### config.mk
export PLATFORM = sky130hd
export DESIGN_NAME = xmodem_checksum_block_sender
export DESIGN_NICKNAME = d
export VERILOG_FILES = /design/src/design/xmcs_pkg.sv /design/src/design/xmcs_queue.sv /design/src/design/xmcs_front.sv /design/src/design/xmcs_back.sv /design/src/design/xmodem_checksum_block_sender.sv
export SDC_FILE = /design/constraint.sdc
export NUM_CORES = 1
export LEC_CHECK = 0
export ABC_AREA = 1
export ABC_CLOCK_PERIOD_IN_PS = 4200
export BUFFER_PORTS_ARGS = -buffer_cell sky130_fd_sc_hd__buf_4
export CORE_MARGIN = 1.5
export CORE_UTILIZATION = 30
export CTS_CLUSTER_SIZE = 28
export DETAILED_ROUTE_END_ITERATION = 7
export SYNTH_ARGS = -nofsm -noshare
export SYNTH_HDL_FRONTEND = slang
export SYNTH_SLANG_ARGS = --single-unit
export TNS_END_PERCENT = 5
### constraint.sdc
create_clock -name clk_i -period 4.2 [get_ports clk_i]
set_input_delay 0.63 -clock clk_i [delete_from_list [all_inputs] [get_ports clk_i]]
set_output_delay 0.63 -clock clk_i [all_outputs]
set_load 0.1 [all_outputs]
### src/design/xmcs_pkg.sv
`timescale 1ns / 1ps
// ----------------------------------------------------------------------------
// xmcs_pkg
// Shared types and constants of the XMODEM checksum block sender.
// ----------------------------------------------------------------------------
package xmcs_pkg;

  localparam int unsigned BLOCK_BYTES = 128;
  localparam int unsigned QUEUE_DEPTH = 2;

  localparam logic [7:0] SYM_SOH = 8'h01;
  localparam logic [7:0] SYM_EOT = 8'h04;
  localparam logic [7:0] SYM_ACK = 8'h06;
  localparam logic [7:0] SYM_PAD = 8'h1A;

  typedef enum logic [1:0] {
    MODE_RX   = 2'd0,
    MODE_DATA = 2'd1,
    MODE_EOF  = 2'd2
  } mode_e;

  typedef enum logic [1:0] {
    ST_BUSY     = 2'd0,
    ST_DONE_ACK = 2'd1,
    ST_DONE_NAK = 2'd2,
    ST_DROP     = 2'd3
  } status_e;

  typedef enum logic [1:0] {
    PH_WAIT_GO    = 2'd0,
    PH_IN_BLOCK   = 2'd1,
    PH_WAIT_REPLY = 2'd2
  } phase_e;

  typedef enum logic [2:0] {
    CMD_GO       = 3'd0,
    CMD_GO_EOF   = 3'd1,
    CMD_FINISH   = 3'd2,
    CMD_DATA     = 3'd3,
    CMD_DATA_END = 3'd4,
    CMD_STATUS   = 3'd5
  } cmd_kind_e;

  // one classified item, expanded into results by the back end
  typedef struct packed {
    cmd_kind_e  kind;
    logic [7:0] data;    // block number or payload byte
    logic [7:0] pad;     // padding run length
    logic [7:0] sum;     // checksum to send
    status_e    status;
  } cmd_t;

endpackage

### src/design/xmcs_queue.sv
`timescale 1ns / 1ps
// ----------------------------------------------------------------------------
// xmcs_queue
// Small register queue of commands between the front and back end.
// ----------------------------------------------------------------------------
module xmcs_queue #(
  parameter int unsigned Depth = xmcs_pkg::QUEUE_DEPTH
) (
  input  logic          clk_i,
  input  logic          rst_ni,
  input  logic          push_i,
  input  xmcs_pkg::cmd_t push_cmd_i,
  output logic          full_o,
  input  logic          pop_i,
  output logic          valid_o,
  output xmcs_pkg::cmd_t head_o
);

  localparam int unsigned PtrW = (Depth > 1) ? $clog2(Depth) : 1;
  localparam int unsigned CntW = $clog2(Depth + 1);

  xmcs_pkg::cmd_t mem_q [Depth];
  logic [PtrW-1:0] wr_ptr_q, wr_ptr_d;
  logic [PtrW-1:0] rd_ptr_q, rd_ptr_d;
  logic [CntW-1:0] cnt_q, cnt_d;

  always_comb begin
    wr_ptr_d = wr_ptr_q;
    rd_ptr_d = rd_ptr_q;
    cnt_d    = cnt_q;
    if (push_i) begin
      wr_ptr_d = (wr_ptr_q == PtrW'(Depth - 1)) ? '0 : wr_ptr_q + 1'b1;
    end
    if (pop_i) begin
      rd_ptr_d = (rd_ptr_q == PtrW'(Depth - 1)) ? '0 : rd_ptr_q + 1'b1;
    end
    if (push_i && !pop_i) begin
      cnt_d = cnt_q + 1'b1;
    end else if (pop_i && !push_i) begin
      cnt_d = cnt_q - 1'b1;
    end
  end

  always_ff @(posedge clk_i or negedge rst_ni) begin
    if (!rst_ni) begin
      wr_ptr_q <= '0;
      rd_ptr_q <= '0;
      cnt_q    <= '0;
    end else begin
      wr_ptr_q <= wr_ptr_d;
      rd_ptr_q <= rd_ptr_d;
      cnt_q    <= cnt_d;
    end
  end

  always_ff @(posedge clk_i) begin
    if (push_i) begin
      mem_q[wr_ptr_q] <= push_cmd_i;
    end
  end

  assign full_o  = (cnt_q == CntW'(Depth));
  assign valid_o = (cnt_q != '0);
  assign head_o  = mem_q[rd_ptr_q];

endmodule

### src/design/xmcs_front.sv
`timescale 1ns / 1ps
// ----------------------------------------------------------------------------
// xmcs_front
// Accepts input transfers, tracks the transfer state and classifies each item
// into one command for the back end.
// ----------------------------------------------------------------------------
module xmcs_front #(
  parameter int unsigned BlockBytes = xmcs_pkg::BLOCK_BYTES
) (
  input  logic           clk_i,
  input  logic           rst_ni,
  input  logic           in_valid_i,
  output logic           in_ready_o,
  input  logic [1:0]     in_mode_i,
  input  logic [7:0]     in_byte_i,
  input  logic           q_full_i,
  output logic           push_o,
  output xmcs_pkg::cmd_t push_cmd_o
);

  localparam int unsigned CntW = $clog2(BlockBytes + 1);
  localparam logic [7:0] FullPadSum = 8'((BlockBytes * 26) % 256);

  xmcs_pkg::phase_e phase_q, phase_d;
  logic [7:0]       block_num_q, block_num_d;
  logic [CntW-1:0]  count_q, count_d;
  logic [7:0]       sum_q, sum_d;
  logic             eof_pend_q, eof_pend_d;

  logic            accept;
  xmcs_pkg::mode_e mode;
  logic [CntW-1:0] count_inc;
  logic [CntW-1:0] pad_cnt;
  logic [7:0]      pad_w;
  logic [7:0]      sum_fin;
  logic [7:0]      sum_inc;

  assign in_ready_o = !q_full_i;
  assign accept     = in_valid_i && in_ready_o;
  assign push_o     = accept;
  assign mode       = xmcs_pkg::mode_e'(in_mode_i);
  assign count_inc  = count_q + 1'b1;
  assign pad_cnt    = CntW'(BlockBytes) - count_q;
  assign pad_w      = 8'(pad_cnt);
  assign sum_fin    = 8'(sum_q + 8'(pad_w * xmcs_pkg::SYM_PAD));
  assign sum_inc    = sum_q + in_byte_i;

  always_comb begin
    phase_d    = phase_q;
    block_num_d = block_num_q;
    count_d    = count_q;
    sum_d      = sum_q;
    eof_pend_d = eof_pend_q;

    push_cmd_o.kind   = xmcs_pkg::CMD_STATUS;
    push_cmd_o.data   = in_byte_i;
    push_cmd_o.pad    = pad_w;
    push_cmd_o.sum    = sum_fin;
    push_cmd_o.status = xmcs_pkg::ST_DROP;

    case (phase_q)
      xmcs_pkg::PH_IN_BLOCK: begin
        case (mode)
          xmcs_pkg::MODE_DATA: begin
            push_cmd_o.sum = sum_inc;
            if (count_inc == CntW'(BlockBytes)) begin
              push_cmd_o.kind = xmcs_pkg::CMD_DATA_END;
              block_num_d     = block_num_q + 1'b1;
              count_d         = '0;
              sum_d           = '0;
              phase_d         = xmcs_pkg::PH_WAIT_GO;
            end else begin
              push_cmd_o.kind = xmcs_pkg::CMD_DATA;
              count_d         = count_inc;
              sum_d           = sum_inc;
            end
          end
          xmcs_pkg::MODE_EOF: begin
            push_cmd_o.kind = xmcs_pkg::CMD_FINISH;
            sum_d           = sum_fin;
            count_d         = '0;
            phase_d         = xmcs_pkg::PH_WAIT_REPLY;
          end
          default: ;
        endcase
      end
      xmcs_pkg::PH_WAIT_REPLY: begin
        if (mode == xmcs_pkg::MODE_RX) begin
          push_cmd_o.status = (in_byte_i == xmcs_pkg::SYM_ACK) ?
                              xmcs_pkg::ST_DONE_ACK : xmcs_pkg::ST_DONE_NAK;
          phase_d     = xmcs_pkg::PH_WAIT_GO;
          block_num_d = 8'd1;
          count_d     = '0;
          sum_d       = '0;
          eof_pend_d  = 1'b0;
        end
      end
      default: begin
        // waiting for the go byte; unused phase code lands here too
        if (mode == xmcs_pkg::MODE_RX) begin
          push_cmd_o.data = block_num_q;
          count_d         = '0;
          if (eof_pend_q) begin
            push_cmd_o.kind = xmcs_pkg::CMD_GO_EOF;
            push_cmd_o.pad  = 8'(BlockBytes);
            push_cmd_o.sum  = FullPadSum;
            sum_d           = FullPadSum;
            eof_pend_d      = 1'b0;
            phase_d         = xmcs_pkg::PH_WAIT_REPLY;
          end else begin
            push_cmd_o.kind = xmcs_pkg::CMD_GO;
            sum_d           = '0;
            phase_d         = xmcs_pkg::PH_IN_BLOCK;
          end
        end else if (mode == xmcs_pkg::MODE_EOF && !eof_pend_q) begin
          push_cmd_o.status = xmcs_pkg::ST_BUSY;
          eof_pend_d        = 1'b1;
        end
      end
    endcase
  end

  always_ff @(posedge clk_i or negedge rst_ni) begin
    if (!rst_ni) begin
      phase_q     <= xmcs_pkg::PH_WAIT_GO;
      block_num_q <= 8'd1;
      count_q     <= '0;
      sum_q       <= '0;
      eof_pend_q  <= 1'b0;
    end else if (accept) begin
      phase_q     <= phase_d;
      block_num_q <= block_num_d;
      count_q     <= count_d;
      sum_q       <= sum_d;
      eof_pend_q  <= eof_pend_d;
    end
  end

`ifndef SYNTHESIS
  a_eof_between_blocks: assert property (@(posedge clk_i) disable iff (!rst_ni)
    eof_pend_q |-> (phase_q == xmcs_pkg::PH_WAIT_GO))
    else $error("eof pending outside of block gap");

  a_count_outside_block: assert property (@(posedge clk_i) disable iff (!rst_ni)
    (phase_q != xmcs_pkg::PH_IN_BLOCK) |-> (count_q == '0))
    else $error("byte count nonzero outside of block");

  a_count_below_block: assert property (@(posedge clk_i) disable iff (!rst_ni)
    count_q < CntW'(BlockBytes))
    else $error("byte count reached block size");
`endif

endmodule

### src/design/xmcs_back.sv
`timescale 1ns / 1ps
// ----------------------------------------------------------------------------
// xmcs_back
// Expands queued commands into result transfers, one per cycle while the output
// side is ready, through a registered output stage.
// ----------------------------------------------------------------------------
module xmcs_back (
  input  logic           clk_i,
  input  logic           rst_ni,
  input  logic           q_valid_i,
  input  xmcs_pkg::cmd_t q_head_i,
  output logic           pop_o,
  output logic           out_valid_o,
  input  logic           out_ready_i,
  output logic [7:0]     out_tx_byte_o,
  output logic [7:0]     out_repeat_o,
  output logic [1:0]     out_status_o,
  output logic           out_last_o
);

  logic [2:0] step_q, step_d;
  logic       valid_q;
  logic [7:0] tx_q, rep_q;
  logic [1:0] st_q;
  logic       last_q;

  logic       load;
  logic [2:0] seq_idx;
  logic [7:0] res_tx, res_rep;
  logic [1:0] res_st;
  logic       res_last;

  assign load = q_valid_i && (!valid_q || out_ready_i);

  // header, padding and trailer share one sequence; finish starts at the pad
  assign seq_idx = (q_head_i.kind == xmcs_pkg::CMD_FINISH) ? step_q + 3'd3 : step_q;

  always_comb begin
    res_tx   = '0;
    res_rep  = 8'd1;
    res_st   = xmcs_pkg::ST_BUSY;
    res_last = 1'b0;
    case (q_head_i.kind)
      xmcs_pkg::CMD_GO, xmcs_pkg::CMD_GO_EOF, xmcs_pkg::CMD_FINISH: begin
        case (seq_idx)
          3'd0: res_tx = xmcs_pkg::SYM_SOH;
          3'd1: res_tx = q_head_i.data;
          3'd2: begin
            res_tx   = ~q_head_i.data;
            res_last = (q_head_i.kind == xmcs_pkg::CMD_GO);
          end
          3'd3: begin
            res_tx  = xmcs_pkg::SYM_PAD;
            res_rep = q_head_i.pad;
          end
          3'd4: res_tx = q_head_i.sum;
          default: begin
            res_tx   = xmcs_pkg::SYM_EOT;
            res_last = 1'b1;
          end
        endcase
      end
      xmcs_pkg::CMD_DATA: begin
        res_tx   = q_head_i.data;
        res_last = 1'b1;
      end
      xmcs_pkg::CMD_DATA_END: begin
        if (step_q == 3'd0) begin
          res_tx = q_head_i.data;
        end else begin
          res_tx   = q_head_i.sum;
          res_last = 1'b1;
        end
      end
      default: begin
        res_rep  = '0;
        res_st   = q_head_i.status;
        res_last = 1'b1;
      end
    endcase
  end

  assign pop_o = load && res_last;

  always_comb begin
    step_d = step_q;
    if (load) begin
      step_d = res_last ? 3'd0 : step_q + 3'd1;
    end
  end

  always_ff @(posedge clk_i or negedge rst_ni) begin
    if (!rst_ni) begin
      step_q  <= '0;
      valid_q <= 1'b0;
    end else begin
      step_q <= step_d;
      if (load) begin
        valid_q <= 1'b1;
      end else if (out_ready_i) begin
        valid_q <= 1'b0;
      end
    end
  end

  always_ff @(posedge clk_i) begin
    if (load) begin
      tx_q   <= res_tx;
      rep_q  <= res_rep;
      st_q   <= res_st;
      last_q <= res_last;
    end
  end

  assign out_valid_o   = valid_q;
  assign out_tx_byte_o = tx_q;
  assign out_repeat_o  = rep_q;
  assign out_status_o  = st_q;
  assign out_last_o    = last_q;

`ifndef SYNTHESIS
  a_mid_command_has_head: assert property (@(posedge clk_i) disable iff (!rst_ni)
    (step_q != 3'd0) |-> q_valid_i)
    else $error("sequencer mid-command with empty queue");

  a_status_only_is_last: assert property (@(posedge clk_i) disable iff (!rst_ni)
    (valid_q && rep_q == 8'd0) |-> last_q)
    else $error("status-only result not marked last");

  a_status_has_no_byte: assert property (@(posedge clk_i) disable iff (!rst_ni)
    (valid_q && st_q != xmcs_pkg::ST_BUSY) |-> (rep_q == 8'd0))
    else $error("terminal status carries a byte");
`endif

endmodule

### src/design/xmodem_checksum_block_sender.sv
`timescale 1ns / 1ps
// ----------------------------------------------------------------------------
// xmodem_checksum_block_sender
// XMODEM sender framer with 8-bit additive checksum: front end classifier,
// command queue and result sequencer.
// ----------------------------------------------------------------------------
// An input transfer is accepted in any cycle in which the command queue has room, so
// payload bytes pass at one per cycle. Each input item yields one to six result
// transfers, issued by the back-end sequencer at one per cycle while the result side
// is ready, through a registered output stage: a payload byte gives one, the last
// byte of a block two (byte and checksum), a go byte three (SOH, number, complement),
// end of file inside a block three (padding run, checksum, EOT), and a go byte after
// an end of file between blocks six. End of file between blocks, the reply to EOT and
// every dropped item give one status-only result. The sequencer's one-result-per-cycle
// output with a ready result side sets the sustained rate; the queue lets the front
// keep accepting while a multi-result item drains.
module xmodem_checksum_block_sender #(
  parameter int unsigned BlockBytes = xmcs_pkg::BLOCK_BYTES,
  parameter int unsigned QueueDepth = xmcs_pkg::QUEUE_DEPTH
) (
  input  logic        clk_i,
  input  logic        rst_ni,
  input  logic        s_axis_tvalid,
  output logic        s_axis_tready,
  input  logic [7:0]  s_axis_tdata,   // [7:0] byte_in
  input  logic [1:0]  s_axis_tuser,   // [1:0] mode
  output logic        m_axis_tvalid,
  input  logic        m_axis_tready,
  output logic [23:0] m_axis_tdata,   // [7:0] tx_byte, [15:8] repeat_res, [17:16] status
  output logic        m_axis_tlast
);

  logic           push, q_full, q_valid, pop;
  xmcs_pkg::cmd_t push_cmd, q_head;
  logic [7:0]     tx_byte, repeat_res;
  logic [1:0]     status;

  xmcs_front #(
    .BlockBytes(BlockBytes)
  ) u_front (
    .clk_i      (clk_i),
    .rst_ni     (rst_ni),
    .in_valid_i (s_axis_tvalid),
    .in_ready_o (s_axis_tready),
    .in_mode_i  (s_axis_tuser),
    .in_byte_i  (s_axis_tdata),
    .q_full_i   (q_full),
    .push_o     (push),
    .push_cmd_o (push_cmd)
  );

  xmcs_queue #(
    .Depth(QueueDepth)
  ) u_queue (
    .clk_i      (clk_i),
    .rst_ni     (rst_ni),
    .push_i     (push),
    .push_cmd_i (push_cmd),
    .full_o     (q_full),
    .pop_i      (pop),
    .valid_o    (q_valid),
    .head_o     (q_head)
  );

  xmcs_back u_back (
    .clk_i         (clk_i),
    .rst_ni        (rst_ni),
    .q_valid_i     (q_valid),
    .q_head_i      (q_head),
    .pop_o         (pop),
    .out_valid_o   (m_axis_tvalid),
    .out_ready_i   (m_axis_tready),
    .out_tx_byte_o (tx_byte),
    .out_repeat_o  (repeat_res),
    .out_status_o  (status),
    .out_last_o    (m_axis_tlast)
  );

  assign m_axis_tdata = {6'd0, status, repeat_res, tx_byte};

endmodule

# == Word-level counts from Yosys, hierarchy flattened ==
# Memory sizes are Yosys's and may differ from the RTL's.
# Cells that the tools add are included.
# word_totals
regBits,54
ram_bits,58
input_bits,14
out_inout_bits,27
word_cells,133
mem_count,1
# memory_table
memory,words,word_bits,rd,rd_clocked_by_memory_dff,wr,line_no,text
u_queue.mem_q,2,29,1,0,1,xmcs_queue.sv:22,xmcs_pkg::cmd_t mem_q [Depth];
# op_classes
addsub,11
multipliers,1
eq_ne,20
mux,53
bitwise,2
n_reduce_logical,31
# op_table
operator,count
8-bit 2-to-1 mux,11
8-bit case mux with 2 select lines,5
8-bit case mux with 5 select lines,1
16-bit 2-to-1 mux,2
27-bit 2-to-1 mux,1
8-bit case mux with 3 select lines,1
2-bit 2-to-1 mux,10
8-bit by 1-bit adder with 8-bit output (second input constant),2
8-bit adder,2
3-bit by 2-bit equality test with 1-bit output (second input constant),4
2-bit case mux with 2 select lines,3
3-bit case mux with 2 select lines,2
2-bit nonzero test,6
1-bit 2-to-1 mux,11
5-bit AND reduction,2
3-bit zero test,3
3-bit 2-to-1 mux,3
8-bit by 3-bit equality test with 1-bit output (second input constant),1
8-bit equality test (second input constant),1
8-bit by 4-bit multiplier with 7-bit output (second input constant),1
8-bit inverter,1
8-bit subtractor (first input constant),1
2-bit equality test (second input constant),3
3-bit by 1-bit equality test with 1-bit output (second input constant),2
other kinds (22),39

# == Logic depth before layout (Yosys ltp) ==
# An unclocked memory read counts as a cell.
# logic_depth
ltp_word,11
ltp_mapped,24
ltp_nobuf,24

# == By module ==
# A second synthesis with hierarchy kept.
# hier_totals
hier_cells,783
area_unflattened_um2,7023.0
# by_module_without_submodules
mod,n_inst,cells_per_inst,area_each_um2,seq_area_each_um2
xmcs_front,1,466,3011.6,676.9
xmcs_queue,1,115,2417.3,1841.8
xmcs_back,1,195,1545.2,670.6
xmodem_checksum_block_sender,1,7,48.8,0.0

# == Worst setup path after synthesis ==
# OpenSTA, ideal clock, no wires.
# synth_path
path_kind,flip-flop to flip-flop
startpoint,reg u_front.count_q[0]
endpoint,mem u_queue.mem_q[0][9] (netlist bit) (data pin)
setup_time_ps,257
t_arrival_ps,3632
required_ps,3943
slack_ps,311
stages_incl_launch_ff,24
n_path_buf,0
synth_period_minus_slack_ps,3889
cell_sequence,dfrtp_1 inv_1 ha_1 inv_1 nor2_1 nor2_1 ha_1 inv_1 fa_1 inv_1 fa_1 xor2_1 ha_1 nand2_1 nor2_1 nand2_1 o211ai_1 nand3_1 nand2_1 nand2_1 nand3_1 nand2_1 nand2_1 nand2_1
# synth_lines
item,line_no,text
from (decl),xmcs_front.sv:26,"logic [CntW-1:0] count_q, count_d;"
from (signal assigned),xmcs_front.sv:133,count_q <= count_d;
to (decl),xmcs_queue.sv:22,

==> impl_metrics.csv <==
group,metric,value,unit
status,status,"completed",
setup_path,slowest_stage,"fa_1",
cells_and_area,finalNetCount,859,
cts,numCtsBuffers,9,
logic_synthesis,yosys_register_bits,112,
sta,maxSlewHeadroom,0.440,
cells_and_area,multi_input_area,3130,sq um
cells_and_area,layout.area.seq,3190,sq um
worst_hold_path,min_path_type,"in2async",
global_routing,grt_pass1_vias,4700,
logic_synthesis,yosys.area_share.simple,0.248,
logic_synthesis,yosysSeqAreaShare,0.476,
cells_and_area,drive_above_1_share,0.156,
sta,drv_slew,0,
global_routing,grt_max_degree,36,
detailed_routing,vias_per_cell,4.66,
detailed_routing,wl_per_cell,13.7,um
cts,htreeDepth,3,
sta,fin_crit,3.96,ns
logic_synthesis,yosys_most_used_dff,"edfxtp_1",
logic_synthesis,synthesis.area,6700,sq um
placement,portBuffers,34,
global_routing,antenna_found_initial,0,
floorplan,core_area,21900,sq um
setup_path,crit_arrival,4.07,ns
cts,root_buffer,"clkbuf_16",
detailed_routing,firstDrtPassIters,6,
floorplan,start_util,0.306,
sta,hold_violations,0,
cells_and_area,fill_cells,2253,
detailed_routing,vias,5089,
setup_path,critPathKind,"reg2reg",
sta,finalClockSkew,0.00502,ns
global_routing,grt_pass1_wl,24200,um
setup_path,crit_top_cell,"nand2_1",
sta,fmax,0.253,GHz
logic_synthesis,ys_warn_count,0,
cts,worstSkewPairLatency,0.35,ns
sta,fin_crit_sh,0.942,
sta,worst_pin_slew,0.838,ns
floorplan,ios,41,
setup_path,crit_path_end_kind,"flip-flop",
logic_synthesis,synth_edf_count,77,
cts,cts.path.max_buffers,2,
placement,dpl.hpwl,11300,um
setup_path,path_max_fanout,4,
setup_path,worst_ep_required_time,4.31,ns
floorplan,rows,54,
run,cap_viol_max_count,0,
logic_synthesis,synth.avg_cell_area,8.76,sq um
sta,rsz0062_at_grt,"false",
detailed_routing,drc,0,
logic_synthesis,async_flop_share,0.313,
logic_synthesis,synth.area.mux_share,0,
floorplan,dieHeight,152,um
logic_synthesis,synth_fa_ha_area_frac,0.0765,
cts,cts.sinks,112,
logic_synthesis,synth_xor_xnor_area_share,0.0392,
cts,clk_pin_slew,0.07,ns
cts,hold_buffers,0,
setup_path,crit_chain,"inv_2 -> ha_2 -> inv_1 -> nor2_4 -> nor2_2 -> ha_1 -> inv_1 -> fa_1 -> inv_1 -> fa_1 -> xor2_1 -> ha_1 -> nand2_1 -> nor2_1 -> nand2_1 -> o211ai_1 -> inv_1 -> nand2_1 -> nand3_1 -> nand3_2 -> nand2_1 -> nand2_1 -> nand2_1",
cts,cts_tree,"yes",
global_routing,grt_usage,0.130,
detailed_routing,wl,14900,um
logic_synthesis,synth_top_family_by_area,"simple AND/OR/NAND/NOR gates",
sta,finalSetupViolations,0,
logic_synthesis,synth_cell_types,48,
setup_path,slowest_delay,0.52,ns
floorplan,die_area,23200,sq um
cells_and_area,area_delta_synth_final,13.4,%
logic_synthesis,synth_compound_area_frac,0.0950,
global_routing,overflow,0,
cells_and_area,antennaDiodeCount,0,
logic_synthesis,syn-instance-count,765,
sta,tns,0,ns
detailed_routing,drt_iter0_markers,412,
setup_path,cp-start-kind,"flip-flop",
floorplan,die_w,152,um
placement,gp_congestion,0.900,
detailed_routing,drtAntennaViolNets,0,
==> cell type report <==
class                           count  area share
Tap cell                          280      0.0461
Clock buffer                        9      0.0296
Sequential cell                   112       0.420
Clock inverter                      7     0.00609
Timing Repair Buffer               43      0.0425
Inverter                           89      0.0444
Multi-Input combinational cell    552       0.412
==> logic make-up after synthesis <==
group / count (synthesis)
flops: 112
compound gates: 106
simple gates: 375
other cells: 1
buf+inv: 106
xor+xnor: 27
fa+ha+maj: 38
==> what timing repair did <==
item | CTS | global route
endpoints found under the setup margin | 0 | 3
resized for setup | 0 | 7
setup buffers | 0 | 2
==> worst max-delay path, delay by kind of cell (launching register included) <==
kind / cells / cell delay, ns
xor gates and xnor gates: 1 / 0.17
and+or+nand+nor: 11 / 0.95
AOI/OAI and AO/OA: 1 / 0.10
DFF: 1 / 0.41
buffers and inverters: 5 / 0.33
adders and majority gates: 5 / 1.76
==> cells in the mapped netlist, types with 2 or more instances <==
cell type	count	area share
nand3_1	43	0.032
clkbuf_1	9	0.0050
or2_2	4	0.0037
o22ai_1	10	0.0093
a22oi_1	4	0.0045
nand3b_1	2	0.0022
o21ai_1	12	0.0090
xnor2_1	5	0.0065
nand4_1	8	0.0075
nor2_1	41	0.023
buf_4	6	0.0067
nand2_1	242	0.14
o211ai_1	2	0.0022
fa_1	5	0.015
a21oi_1	26	0.019
nand2_4	9	0.015
inv_1	77	0.043
nand3_2	3	0.0045
xor2_1	20	0.026
nor2_2	5	0.0047
inv_2	10	0.0056
edfxtp_1	77	0.34
a31oi_1	3	0.0028
ha_1	33	0.062
nor3_1	4	0.0030
dfrtp_1	34	0.13
nor2_4	3	0.0050
o21ai_0	34	0.025
a21oi_2	8	0.010
nand2_2	7	0.0065
o21ai_2	2	0.0026
==> cell usage in the layout, fill, tap and decap left out, drive strengths merged, types with 9 or more instances in the layout <==
master / count
a21oi: 35
buf: 43
clkbuf: 9
dfrtp: 34
edfxtp: 77
ha: 33
inv: 89
nand2: 258
nand3: 47
nor2: 49
o21ai: 49
o22ai: 10
xor2: 22
==> per-layer routing <==
metal	GRT usage	routed length [um]	part of all wire
met1	0.183	7260	0.49
met2	0.202	6730	0.45
met3	0.0196	625	0.042
met4	0.0527	293	0.020
met5	0	0	0
==> registers in the layout, indices dropped and copies added (netlist names), 2 cells and up <==
register and count:
u_back.out_status_o 2, u_queue.mem_q 58, u_front.sum_q 8, u_back.out_repeat_o 8, u_queue.cnt_q 2, u_back.step_q 3
u_front.phase_q 2, u_front.block_num_q 8, u_back.out_tx_byte_o 8, u_front.count_q 8
==> final timing paths <==
check                                   start                      to  slack, ns  cells past startpoint
setup / recovery           u_front.count_q[1]     u_queue.mem_q[0][9]       0.24                     23
hold / removal                         rst_ni  u_front.block_num_q[4]       0.25                      1
setup reg to reg           u_front.count_q[1]     u_queue.mem_q[0][9]       0.24                     23
hold reg to reg              u_queue.cnt_q[0]        u_queue.cnt_q[0]       0.50                      1
max in group asynchronous              rst_ni  u_front.block_num_q[0]       3.60                      1
min in group clk_i           u_queue.cnt_q[0]        u_queue.cnt_q[0]       0.50                      1
==> stage by stage <==
step | setup slack (ns) | std cells | area (sq um) | util | hold WS, ns
floorplan | 0.311 | 770 | 6720 | - | 0.334
global placement | 0.233 | 1074 | 7300 | 0.333 | 0.481
detailed placement | 0.116 | 1074 | 7300 | 0.333 | 0.484
CTS | 0.115 | 1090 | 7570 | 0.346 | 0.254
global route | 0.0149 | 1092 | 7600 | 0.347 | 0.274
finish | 0.243 | 1092 | 7600 | 0.347 | 0.245
Power is not shown: default switching activity piles up to over one toggle a cycle in this logic, so the estimate is an artifact.
